`config.mk`:
```
export PLATFORM = sky130hd
export DESIGN_NAME = timed_event_queue_top
export DESIGN_NICKNAME = d
export VERILOG_FILES = /design/src/design/teq_pkg.sv /design/src/design/teq_cell.sv /design/src/design/timed_event_queue_top.sv
export SDC_FILE = /design/constraint.sdc
export NUM_CORES = 2
export LEC_CHECK = 0
export ABC_CLOCK_PERIOD_IN_PS = 14250
export BUFFER_PORTS_ARGS = -buffer_cell sky130_fd_sc_hd__buf_2
export CAP_MARGIN = 20
export CORE_ASPECT_RATIO = 0.5
export CORE_MARGIN = 2
export CORE_UTILIZATION = 45
export CTS_CLUSTER_DIAMETER = 30
export DETAILED_ROUTE_END_ITERATION = 7
export PLACE_DENSITY = 0.65
export RECOVER_POWER = 25
export SETUP_SLACK_MARGIN = 0.02
export SYNTH_ARGS = -nofsm -noshare
export SYNTH_HDL_FRONTEND = slang
export SYNTH_HIERARCHICAL = 1
export SYNTH_SLANG_ARGS = --single-unit
```
`constraint.sdc`:
```
create_clock -name clk -period 14.25 [get_ports clk]
set_input_delay 0.7125 -clock clk [delete_from_list [all_inputs] [get_ports clk]]
set_output_delay 0.7125 -clock clk [all_outputs]
set_load 0.05 [all_outputs]
```
`src/design/teq_pkg.sv`:
```
// ----------------------------------------------------------------------------
// teq_pkg: timed event queue shared definitions
// Operation codes, controller states, cell control/status bundles and sizes.
// ----------------------------------------------------------------------------
package teq_pkg;

	localparam int CAPACITY_DEF = 16;
	localparam int ID_COUNT_DEF = 256;
	localparam int MAX_FIRE     = 16;
	localparam int POP_W        = $clog2(MAX_FIRE);
	localparam int TIME_W       = 64;
	localparam int ID_W         = 8;
	localparam logic [TIME_W-1:0] ALL_ONES = '1;

	typedef enum logic [2:0] {
		OP_ADVANCE     = 3'd0,
		OP_ADD         = 3'd1,
		OP_RESCHED_REL = 3'd2,
		OP_RESCHED_ABS = 3'd3,
		OP_CANCEL      = 3'd4
	} op_t;

	typedef enum logic [2:0] {
		ST_IDLE,
		ST_REMOVE,
		ST_INSERT,
		ST_REPORT,
		ST_POP
	} state_t;

	// per-cell command: ins = ordered insert of the new entry, shl = take right neighbor
	typedef struct packed {
		logic ins;
		logic shl;
	} cell_ctl_t;

	// per-cell status: occupied, due time <= key, id matches key id
	typedef struct packed {
		logic valid;
		logic le;
		logic hit;
	} cell_stat_t;

endpackage

```
`src/design/teq_cell.sv`:
```
// ----------------------------------------------------------------------------
// teq_cell: one slot of the ordered event chain
// Holds one entry (due time, id) and shifts toward or away from the head
// using only its own compare and its neighbors' contents.
// ----------------------------------------------------------------------------
module teq_cell #(
	parameter int IdW = 8
) (
	input  logic                       clk,
	input  logic                       arst_n,
	input  teq_pkg::cell_ctl_t         ctl,
	input  logic [teq_pkg::TIME_W-1:0] key,
	input  logic [IdW-1:0]             key_id,
	input  logic [teq_pkg::TIME_W-1:0] new_time,
	input  logic [IdW-1:0]             new_id,
	input  logic                       left_valid,
	input  logic                       left_le,
	input  logic [teq_pkg::TIME_W-1:0] left_time,
	input  logic [IdW-1:0]             left_id,
	input  logic                       right_valid,
	input  logic [teq_pkg::TIME_W-1:0] right_time,
	input  logic [IdW-1:0]             right_id,
	output teq_pkg::cell_stat_t        stat,
	output logic [teq_pkg::TIME_W-1:0] entry_time,
	output logic [IdW-1:0]             entry_id
);

	logic                       valid_q;
	logic [teq_pkg::TIME_W-1:0] time_q;
	logic [IdW-1:0]             id_q;
	logic                       le;

	assign le = valid_q && (time_q <= key);

	assign stat.valid = valid_q;
	assign stat.le    = le;
	assign stat.hit   = valid_q && (id_q == key_id);
	assign entry_time = time_q;
	assign entry_id   = id_q;

	// insert lands after every entry with due time <= key, so equal times keep order
	always_ff @(posedge clk or negedge arst_n) begin
		if (!arst_n) begin
			valid_q <= 1'b0;
		end else begin
			priority if (ctl.ins && !le) begin
				valid_q <= left_le ? 1'b1 : left_valid;
			end else if (ctl.shl) begin
				valid_q <= right_valid;
			end
		end
	end

	always_ff @(posedge clk) begin
		priority if (ctl.ins && !le) begin
			if (left_le) begin
				time_q <= new_time;
				id_q   <= new_id;
			end else begin
				time_q <= left_time;
				id_q   <= left_id;
			end
		end else if (ctl.shl) begin
			time_q <= right_time;
			id_q   <= right_id;
		end
	end

endmodule

```
`src/design/timed_event_queue_top.sv`:
```
// Sequence: an advance goes IDLE to POP, which registers one fired event per cycle while
// the output is not held; add goes IDLE, INSERT, REPORT; reschedule IDLE, REMOVE, INSERT,
// REPORT; cancel IDLE, REMOVE, REPORT; unused codes IDLE, REPORT. Input is taken only in
// IDLE, one item at a time; a held result stalls the controller.
// Reset: arst_n clears the current time and empties every cell at once; no clearing pass.
// ----------------------------------------------------------------------------
// timed_event_queue_top: timestamp ordered event queue
// A chain of cells kept sorted by due time, driven by a small controller that
// inserts, removes by id and pops due events from the head.
// ----------------------------------------------------------------------------
module timed_event_queue_top #(
	parameter int CAPACITY = teq_pkg::CAPACITY_DEF,
	parameter int ID_COUNT = teq_pkg::ID_COUNT_DEF
) (
	input  logic         clk,
	input  logic         arst_n,
	input  logic         s_axis_tvalid,
	output logic         s_axis_tready,
	input  logic [71:0]  s_axis_tdata,  // amount[63:0], event_id[71:64]
	input  logic [2:0]   s_axis_tuser,  // operation[2:0]
	output logic         m_axis_tvalid,
	input  logic         m_axis_tready,
	output logic [207:0] m_axis_tdata,  // fired_id[7:0], lateness[71:8], due_time[135:72],
	                                    // next_due[199:136], status[200], zero pad
	output logic [0:0]   m_axis_tuser,  // fired[0]
	output logic         m_axis_tlast   // last
);

	localparam int IdW = $clog2(ID_COUNT);
	localparam int TW  = teq_pkg::TIME_W;

	teq_pkg::state_t state_q, state_d;
	teq_pkg::op_t    op_q, op_in;
	logic [IdW-1:0]  id_q;
	logic [TW-1:0]   due_q, now_q;
	logic [teq_pkg::POP_W-1:0] pop_q;
	logic            full_q;

	logic            m_valid_q, fired_q, status_q, last_q;
	logic [teq_pkg::ID_W-1:0] fired_id_q;
	logic [TW-1:0]   late_q, due_out_q, next_q;

	logic            s_accept, s_ready, slot_free;
	logic            emit, pop_en, ins_en, remove_en;
	logic            e_fired, e_status, e_last;
	logic [teq_pkg::ID_W-1:0] e_id;
	logic [TW-1:0]   e_late, e_due, e_next, head_next, second_next, cell_key;

	logic [IdW-1:0]      id_tbl [256];
	teq_pkg::cell_stat_t stat_w [CAPACITY];
	teq_pkg::cell_ctl_t  ctl_w  [CAPACITY];
	logic [TW-1:0]       time_w [CAPACITY];
	logic [IdW-1:0]      id_w   [CAPACITY];
	logic [CAPACITY-1:0] hit_vec;

	// id reduction table, built at elaboration
	for (genvar v = 0; v < 256; v++) begin : g_idtbl
		assign id_tbl[v] = IdW'(v % ID_COUNT);
	end

	assign op_in    = teq_pkg::op_t'(s_axis_tuser);
	assign s_accept = s_axis_tvalid && s_ready;
	assign slot_free = !m_valid_q || m_axis_tready;
	assign s_axis_tready = s_ready;
	assign cell_key  = (state_q == teq_pkg::ST_POP) ? now_q : due_q;
	assign remove_en = (state_q == teq_pkg::ST_REMOVE);

	assign head_next   = stat_w[0].valid ? time_w[0] : teq_pkg::ALL_ONES;
	assign second_next = stat_w[1].valid ? time_w[1] : teq_pkg::ALL_ONES;

	for (genvar g = 0; g < CAPACITY; g++) begin : g_cell
		logic                at_or_after;
		logic                later_hit;
		logic                lv, lle, rv;
		logic [TW-1:0]       lt, rt;
		logic [IdW-1:0]      lid, rid;

		assign hit_vec[g]   = stat_w[g].hit;
		assign at_or_after  = |hit_vec[g:0];
		if (g == CAPACITY - 1) begin : g_tail
			assign later_hit = 1'b0;
			assign rv  = 1'b0;
			assign rt  = '0;
			assign rid = '0;
		end else begin : g_mid
			assign later_hit = |hit_vec[CAPACITY-1:g+1];
			assign rv  = stat_w[g+1].valid;
			assign rt  = time_w[g+1];
			assign rid = id_w[g+1];
		end
		if (g == 0) begin : g_head
			assign lv  = 1'b0;
			assign lle = 1'b1;
			assign lt  = '0;
			assign lid = '0;
		end else begin : g_body
			assign lv  = stat_w[g-1].valid;
			assign lle = stat_w[g-1].le;
			assign lt  = time_w[g-1];
			assign lid = id_w[g-1];
		end

		// removal closes the gap at the last matching entry
		assign ctl_w[g].ins = ins_en;
		assign ctl_w[g].shl = pop_en || (remove_en && at_or_after && !later_hit);

		teq_cell #(.IdW(IdW)) u_cell (
			.clk         (clk),
			.arst_n      (arst_n),
			.ctl         (ctl_w[g]),
			.key         (cell_key),
			.key_id      (id_q),
			.new_time    (due_q),
			.new_id      (id_q),
			.left_valid  (lv),
			.left_le     (lle),
			.left_time   (lt),
			.left_id     (lid),
			.right_valid (rv),
			.right_time  (rt),
			.right_id    (rid),
			.stat        (stat_w[g]),
			.entry_time  (time_w[g]),
			.entry_id    (id_w[g])
		);
	end

	// controller outputs
	always_comb begin
		s_ready  = 1'b0;
		emit     = 1'b0;
		pop_en   = 1'b0;
		ins_en   = 1'b0;
		e_fired  = 1'b0;
		e_id     = '0;
		e_late   = '0;
		e_due    = '0;
		e_next   = '0;
		e_status = 1'b0;
		e_last   = 1'b0;
		unique case (state_q)
			teq_pkg::ST_IDLE: begin
				s_ready = 1'b1;
			end
			teq_pkg::ST_REMOVE: begin
				s_ready = 1'b0;
			end
			teq_pkg::ST_INSERT: begin
				ins_en = !stat_w[CAPACITY-1].valid;
			end
			teq_pkg::ST_REPORT: begin
				emit     = slot_free;
				e_due    = due_q;
				e_next   = head_next;
				e_status = full_q;
				e_last   = 1'b1;
			end
			teq_pkg::ST_POP: begin
				emit = slot_free;
				if (stat_w[0].le) begin
					pop_en  = slot_free;
					e_fired = 1'b1;
					e_id    = teq_pkg::ID_W'(id_w[0]);
					e_late  = now_q - time_w[0];
					e_next  = second_next;
					e_last  = (pop_q == teq_pkg::POP_W'(teq_pkg::MAX_FIRE - 1))
						|| !stat_w[1].le;
				end else begin
					e_next = head_next;
					e_last = 1'b1;
				end
			end
			default: begin
				s_ready = 1'b0;
			end
		endcase
	end

	// controller next state
	always_comb begin
		state_d = state_q;
		unique case (state_q)
			teq_pkg::ST_IDLE: begin
				if (s_accept) begin
					unique case (op_in)
						teq_pkg::OP_ADVANCE:     state_d = teq_pkg::ST_POP;
						teq_pkg::OP_ADD:         state_d = teq_pkg::ST_INSERT;
						teq_pkg::OP_RESCHED_REL: state_d = teq_pkg::ST_REMOVE;
						teq_pkg::OP_RESCHED_ABS: state_d = teq_pkg::ST_REMOVE;
						teq_pkg::OP_CANCEL:      state_d = teq_pkg::ST_REMOVE;
						default:                 state_d = teq_pkg::ST_REPORT;
					endcase
				end
			end
			teq_pkg::ST_REMOVE: begin
				if (op_q == teq_pkg::OP_RESCHED_REL || op_q == teq_pkg::OP_RESCHED_ABS) begin
					state_d = teq_pkg::ST_INSERT;
				end else begin
					state_d = teq_pkg::ST_REPORT;
				end
			end
			teq_pkg::ST_INSERT: begin
				state_d = teq_pkg::ST_REPORT;
			end
			teq_pkg::ST_REPORT: begin
				if (slot_free) state_d = teq_pkg::ST_IDLE;
			end
			teq_pkg::ST_POP: begin
				if (slot_free && e_last) state_d = teq_pkg::ST_IDLE;
			end
			default: begin
				state_d = teq_pkg::ST_IDLE;
			end
		endcase
	end

	always_ff @(posedge clk or negedge arst_n) begin
		if (!arst_n) begin
			state_q   <= teq_pkg::ST_IDLE;
			now_q     <= '0;
			pop_q     <= '0;
			full_q    <= 1'b0;
			m_valid_q <= 1'b0;
		end else begin
			state_q <= state_d;
			if (s_accept && op_in == teq_pkg::OP_ADVANCE) begin
				now_q <= now_q + s_axis_tdata[63:0];
			end
			priority if (s_accept) begin
				pop_q <= '0;
			end else if (pop_en) begin
				pop_q <= pop_q + teq_pkg::POP_W'(1);
			end
			priority if (s_accept) begin
				full_q <= 1'b0;
			end else if (state_q == teq_pkg::ST_INSERT) begin
				full_q <= stat_w[CAPACITY-1].valid;
			end
			priority if (emit) begin
				m_valid_q <= 1'b1;
			end else if (m_axis_tready) begin
				m_valid_q <= 1'b0;
			end
		end
	end

	always_ff @(posedge clk) begin
		if (s_accept) begin
			op_q <= op_in;
			id_q <= id_tbl[s_axis_tdata[71:64]];
			unique case (op_in)
				teq_pkg::OP_ADD:         due_q <= now_q + s_axis_tdata[63:0];
				teq_pkg::OP_RESCHED_REL: due_q <= now_q + s_axis_tdata[63:0];
				teq_pkg::OP_RESCHED_ABS: due_q <= s_axis_tdata[63:0];
				default:                 due_q <= '0;
			endcase
		end
		if (emit) begin
			fired_q    <= e_fired;
			fired_id_q <= e_id;
			late_q     <= e_late;
			due_out_q  <= e_due;
			next_q     <= e_next;
			status_q   <= e_status;
			last_q     <= e_last;
		end
	end

	assign m_axis_tvalid = m_valid_q;
	assign m_axis_tdata  = {7'b0, status_q, next_q, due_out_q, late_q, fired_id_q};
	assign m_axis_tuser  = fired_q;
	assign m_axis_tlast  = last_q;

endmodule

```
After elaboration in Yosys (flattened, before gate mapping)
Memory sizes are Yosys's and may differ from the RTL's. A register that Yosys moved wholly into a read port is not among the register bits.
Cells that the tools add are included.
{"block": "word_totals", "regBits": 1511, "romBits": 2048, "inputBits": 79, "out_inout_bits": 212, "word_cells": 469, "n_memories": 1}
{"block": "classes", "add_sub_neg": 3, "order_cmp": 16, "eq_ne": 30, "n_mux": 167, "bitwise": 1, "n_reduce_logical": 189}
{"memory": "(no name shown)", "words": 256, "word_bits": 8, "rd": 1, "rd_clocked_by_memory_dff": 1, "wr": 0, "line": "timed_event_queue_top.sv:250", "text": "id_q <= id_tbl[s_axis_tdata[71:64]];"}
{"operator": "$mux 64", "n": 51}
{"operator": "$le 64x64->1", "n": 16}
{"operator": "$mux 8", "n": 47}
{"operator": "$pmux 64 s2", "n": 2}
{"operator": "$eq 8x8->1", "n": 16}
{"operator": "$logic_and 1x1->1", "n": 82}
{"operator": "$add 64x64->64", "n": 1}
{"operator": "$sub 64x64->64", "n": 1}
{"operator": "$mux 1", "n": 59}
{"operator": "$reduce_bool 2->1", "n": 19}
{"operator": "$logic_not 1->1", "n": 33}
{"operator": "$reduce_or 15->1", "n": 2}
{"operator": "$reduce_or 14->1", "n": 2}
{"operator": "$reduce_or 13->1", "n": 2}
{"operator": "$reduce_or 12->1", "n": 2}
{"operator": "$reduce_or 11->1", "n": 2}
{"operator": "$reduce_or 10->1", "n": 2}
{"operator": "$logic_or 1x1->1", "n": 19}
{"operator": "$eq 3x2->1 const B", "n": 6}
{"operator": "$reduce_or 9->1", "n": 2}
{"operator": "$reduce_or 16->1", "n": 1}
{"operator": "$reduce_or 8->1", "n": 2}
{"operator": "$pmux 3 s5", "n": 1}
{"operator": "$reduce_or 7->1", "n": 2}
{"operator": "19 further kinds", "n": 34}

Depth between registers and ports, before layout
{"block": "depth", "depth_word": 11, "ltp_mapped": 24, "mapped_depth_nobuf": 18}

By module
The synthesis kept the hierarchy.
{"module": "teq_cell", "instances": 16, "cells_each": 485, "area_per_inst_um2": 5997.0, "seq_area_each_um2": 2187.1}
{"module": "timed_event_queue_top", "instances": 1, "cells_each": 2508, "area_per_inst_um2": 23040.8, "seq_area_each_um2": 10144.7}

Worst setup path before layout
No wires, ideal clock.
{"block": "synth_timing", "path_type": "reg2reg", "startpoint": "register state_q[0]", "endpoint": "register due_out_q[0] (enable)", "setup_ns": 0.769, "t_arrival_ns": 9.907, "required_time_ns": 13.481, "path_slack_ns": 3.574, "path_stages_with_launch": 8, "path_buffers": 3, "synth_period_minus_slack_ns": 10.676, "path_cell_list": "dfrtp_1 > clkbuf_1 > nor2_1 > and2_0 > clkbuf_1 > clkbuf_1 > nor2_1 > nor2_1"}
{"block": "synth_between", "elab_chain_cells": 3, "elab_cells_between_ends": 4, "classes_between": "2 x eq/ne; 1 x mux; 1 x reduce/logical"}
{"item": "from (decl)", "line": "timed_event_queue_top.sv:32", "text": "teq_pkg::state_t state_q, state_d;"}
{"item": "from (signal assigned)", "line": "timed_event_queue_top.sv:219", "text": "state_q <= teq_pkg::ST_IDLE;"}
{"item": "from (signal assigned)", "line": "timed_event_queue_top.sv:225", "text": "state_q <= state_d;"}
{"item": "$eq 3x3->1 or $eq 3x2->1 (tied branches)", "line": "timed_event_queue_top.sv:141", "text": "unique case (state_q)"}
{"item": "$reduce_or 2->1 (no source line) *"}
{"item": "$mux 1 *", "line": "timed_event_queue_top.sv:141"}
{"item": "net emit", "line": "timed_event_queue_top.sv:44", "text": "logic emit, pop_en, ins_en, remove_en;"}
{"item": "to (signal assigned)", "line": "timed_event_queue_top.sv:262", "text": "due_out_q <= e_due;"}
{"item": "to (decl)", "line": "timed_event_queue_top.sv:41", "text": "logic [TW-1:0] late_q, due_out_q, next_q;"}
Mark *: on every way through the listed nets, which the timed path passes. The rest lies on a longest branch.
A chain may end at the register's enable or synchronous reset.

==> impl_metrics.ini <==
[global_route]
overflow = 0
antenna_found_initial = 6
gr-usage-all-layers_pct = 25.1
grt_pass1_wl_um = 523000
first_global_vias = 83155
grt_max_degree = 138

[route]
drc = 0
post_drt_wl_per_cell_um = 24.1
totalWireLength_um = 350000
first_iter_violations = 7645
vias = 83874
via_per_inst = 5.78
postRouteAntennaNets = 0
firstDrtPassIters = 8

[clock_tree]
clockRootBuffer = clkbuf_16
clkSinkCount = 1518
cts_buffers = 325
clk_latency_ps = 850
cts_tree = done
htree_levels = 5
cts_setup_buffers = 0
clk_pin_slew_ps = 60
max-clock-path-buffers = 4

[place]
gp_congestion = 1.03
port_buffers = 283
dpl.hpwl_um = 266000
placed_cell_area_sq_mm = 0.123

[timing]
fin_crit_ps = 11360
slew_violations = 732
setup_viol = 0
fin_crit_sh_pct = 79.7
rsz0062_at_grt = no
skew_ps = 42.8
finalSetupTns_ps = 0
worst_pin_slew_ps = 8570
max-slew-margin-rel_pct = -471
max_freq_mhz = 88.0
hold_violations = 0

[run_status]
violations = capacitance limit, slew limit
outcome = complete, but fails checks

[final_layout]
nNetsFinal = 11977
fin_area_sq_mm = 0.134
seqCellArea_sq_mm = 0.0451
fin_util_pct = 50.9
nFillCells = 22974
drive_gt1_share_pct = 29.2
multi_input_area_sq_mm = 0.0667
syn_to_final_growth_pct = 12.5

[floorplanning]
die_height_um = 368
coreArea_sq_mm = 0.263
initial_core_util_pct = 45.2
num_rows = 133
io_pins = 291
die_width_um = 731
dieArea_sq_mm = 0.269

[critical_path]
cp-start-kind = flop
arrival_ps = 11800
end_kind = flop
r2r-start = state_q[0]
worst_r2r_path_depth = 20
r2r_slack_ps = 2890
r2r_end = g_cell[2].u_cell/entry_time[40]
path_class = reg -> reg
worstPathRequired_ps = 14690
cp_max_fo = 50

[yosys]
syn-instance-count = 10265
synth_area_sq_mm = 0.119
avgSynthCellArea_sq_um = 11.6
ys_warn_count = 6

[power]
combinationalPowerShare_pct = 45.7
p_switching_mw = 11.4
switching_share_pct = 38.5
power_density_mw_per_mm2 = 222
power.leakage_nw = 56.3
p_clk_share_pct = 25.7
internal-power_mw = 18.3
p_seq_share_pct = 28.6
irDropWorstVdd_mv = 0.162

[worst_hold_path]
holdPathStages = 1
min_from = s_axis_tdata[66]
holdPathEnd = id_q[2]
hold_class = in -> reg

[job]
maxCapViolCount = 17
[worst max path at each step]
stage / from / endpoint / slack [ps] / depth (start not counted)
finish: state_q[0] / g_cell[2].u_cell/entry_time[40] / 2890 / 20
global route: state_q[0] / g_cell[2].u_cell/entry_time[40] / 2370 / 20
CTS: state_q[0] / g_cell[2].u_cell/entry_time[34] / 5270 / 20
detailed placement: state_q[0] / g_cell[15].u_cell/entry_time[38] / 5340 / 20
global placement: state_q[0] / g_cell[15].u_cell/entry_time[39] / 5550 / 20
floorplan: state_q[0] / due_out_q[0] / 3570 / 7
[power by group through the flow]
stage / sequential [mW] / combinational (mW) / clock, mW
floorplan: 8.72 / 10.1 / 0
global placement: 8.55 / 13.0 / 0
detailed placement: 8.54 / 13.4 / 0
CTS: 8.49 / 13.5 / 7.72
global route: 8.65 / 14.6 / 7.94
finish: 8.52 / 13.6 / 7.64
[repair_timing]
| action | in CTS | in global routing |
|---|---|---|
| hold endpoints to repair | 42 | 0 |
| hold buffers | 2 | 0 |
| gates resized for setup | 0 | 0 |
[final cells by class]
| cell class | count | share of cell area (%) |
|---|---|---|
| multi-input combinational | 7288 | 49.8 |
| sequential | 1518 | 33.7 |
| clock buffer | 380 | 6.40 |
| tap | 3510 | 3.28 |
| inverter | 1169 | 3.28 |
| timing repair buffer | 443 | 1.76 |
| clock inverter | 203 | 1.73 |
| antenna | 2 | 0.00374 |
[routing by layer]
metal	GRT usage [%]	part of all wire (%)
met1	35.6	45
met2	40.2	46
met3	3.80	6.5
met4	6.26	2.5
met5	0	0.0020
[flip-flops by register name, indices dropped and copies added (netlist names)]
signal and cells:
m_axis_tlast 1, m_axis_tuser 1, m_axis_tvalid 1, g_cell.u_cell/entry_time 1024
pop_q 4, state_q 3, late_q 64, due_out_q 64
g_cell.u_cell/valid_q 16, fired_id_q 8, now_q 64, op_q 2
full_q 1, g_cell.u_cell/entry_id 128, id_q 8, next_q 64
status_q 1, due_q 64
[placed cells by master (no fill, tap or decap), types with 55 or more instances in the layout]
cell type / instances
a21o_1: 180
a21oi_1: 601
a22o_1: 57
and2_0: 55
buf_2: 75
buf_4: 138
clkbuf_1: 268
clkbuf_16: 334
conb_1: 154
dfrtp_1: 87
edfxtp_1: 1429
ha_1: 1151
inv_1: 1167
mux2_2: 1392
mux2_4: 910
nand2_1: 744
nand3_1: 116
nand4_1: 196
nor2_1: 264
nor2b_1: 74
nor3_1: 60
nor4_1: 59
o21ai_0: 279
xnor2_1: 190
[critical path, cell delays in order (launching register included)]
cell	delay, ps
dfrtp_1	460
nor2_1	240
and2_2	170
clkbuf_1	1360
clkbuf_1	1460
nand2_1	120
nand2_1	520
inv_1	100
ha_1	300
nand4_1	170
nor4_2	700
nand3_1	430
nor4_1	750
a211oi_2	260
a21o_4	430
nand2_4	530
clkinv_1	660
nand2_1	810
o21ai_0	330
or2_4	490
buf_4	390
[through the flow]
step | total power, mW | std cells | setup slack (ps) | hold WS [ps]
2_1_floorplan | 18.8 | 10417 | 3570 | 417
3_3_place_gp | 21.6 | 13922 | 5550 | 495
3_5_place_dp | 21.9 | 13922 | 5340 | 485
4_1_cts | 29.7 | 14507 | 5270 | 0.214
5_1_grt | 31.2 | 14511 | 2370 | 16.7
6_report | 29.7 | 14513 | 2890 | 56.4
No activity file was read; power rests on OpenSTA's default activity.
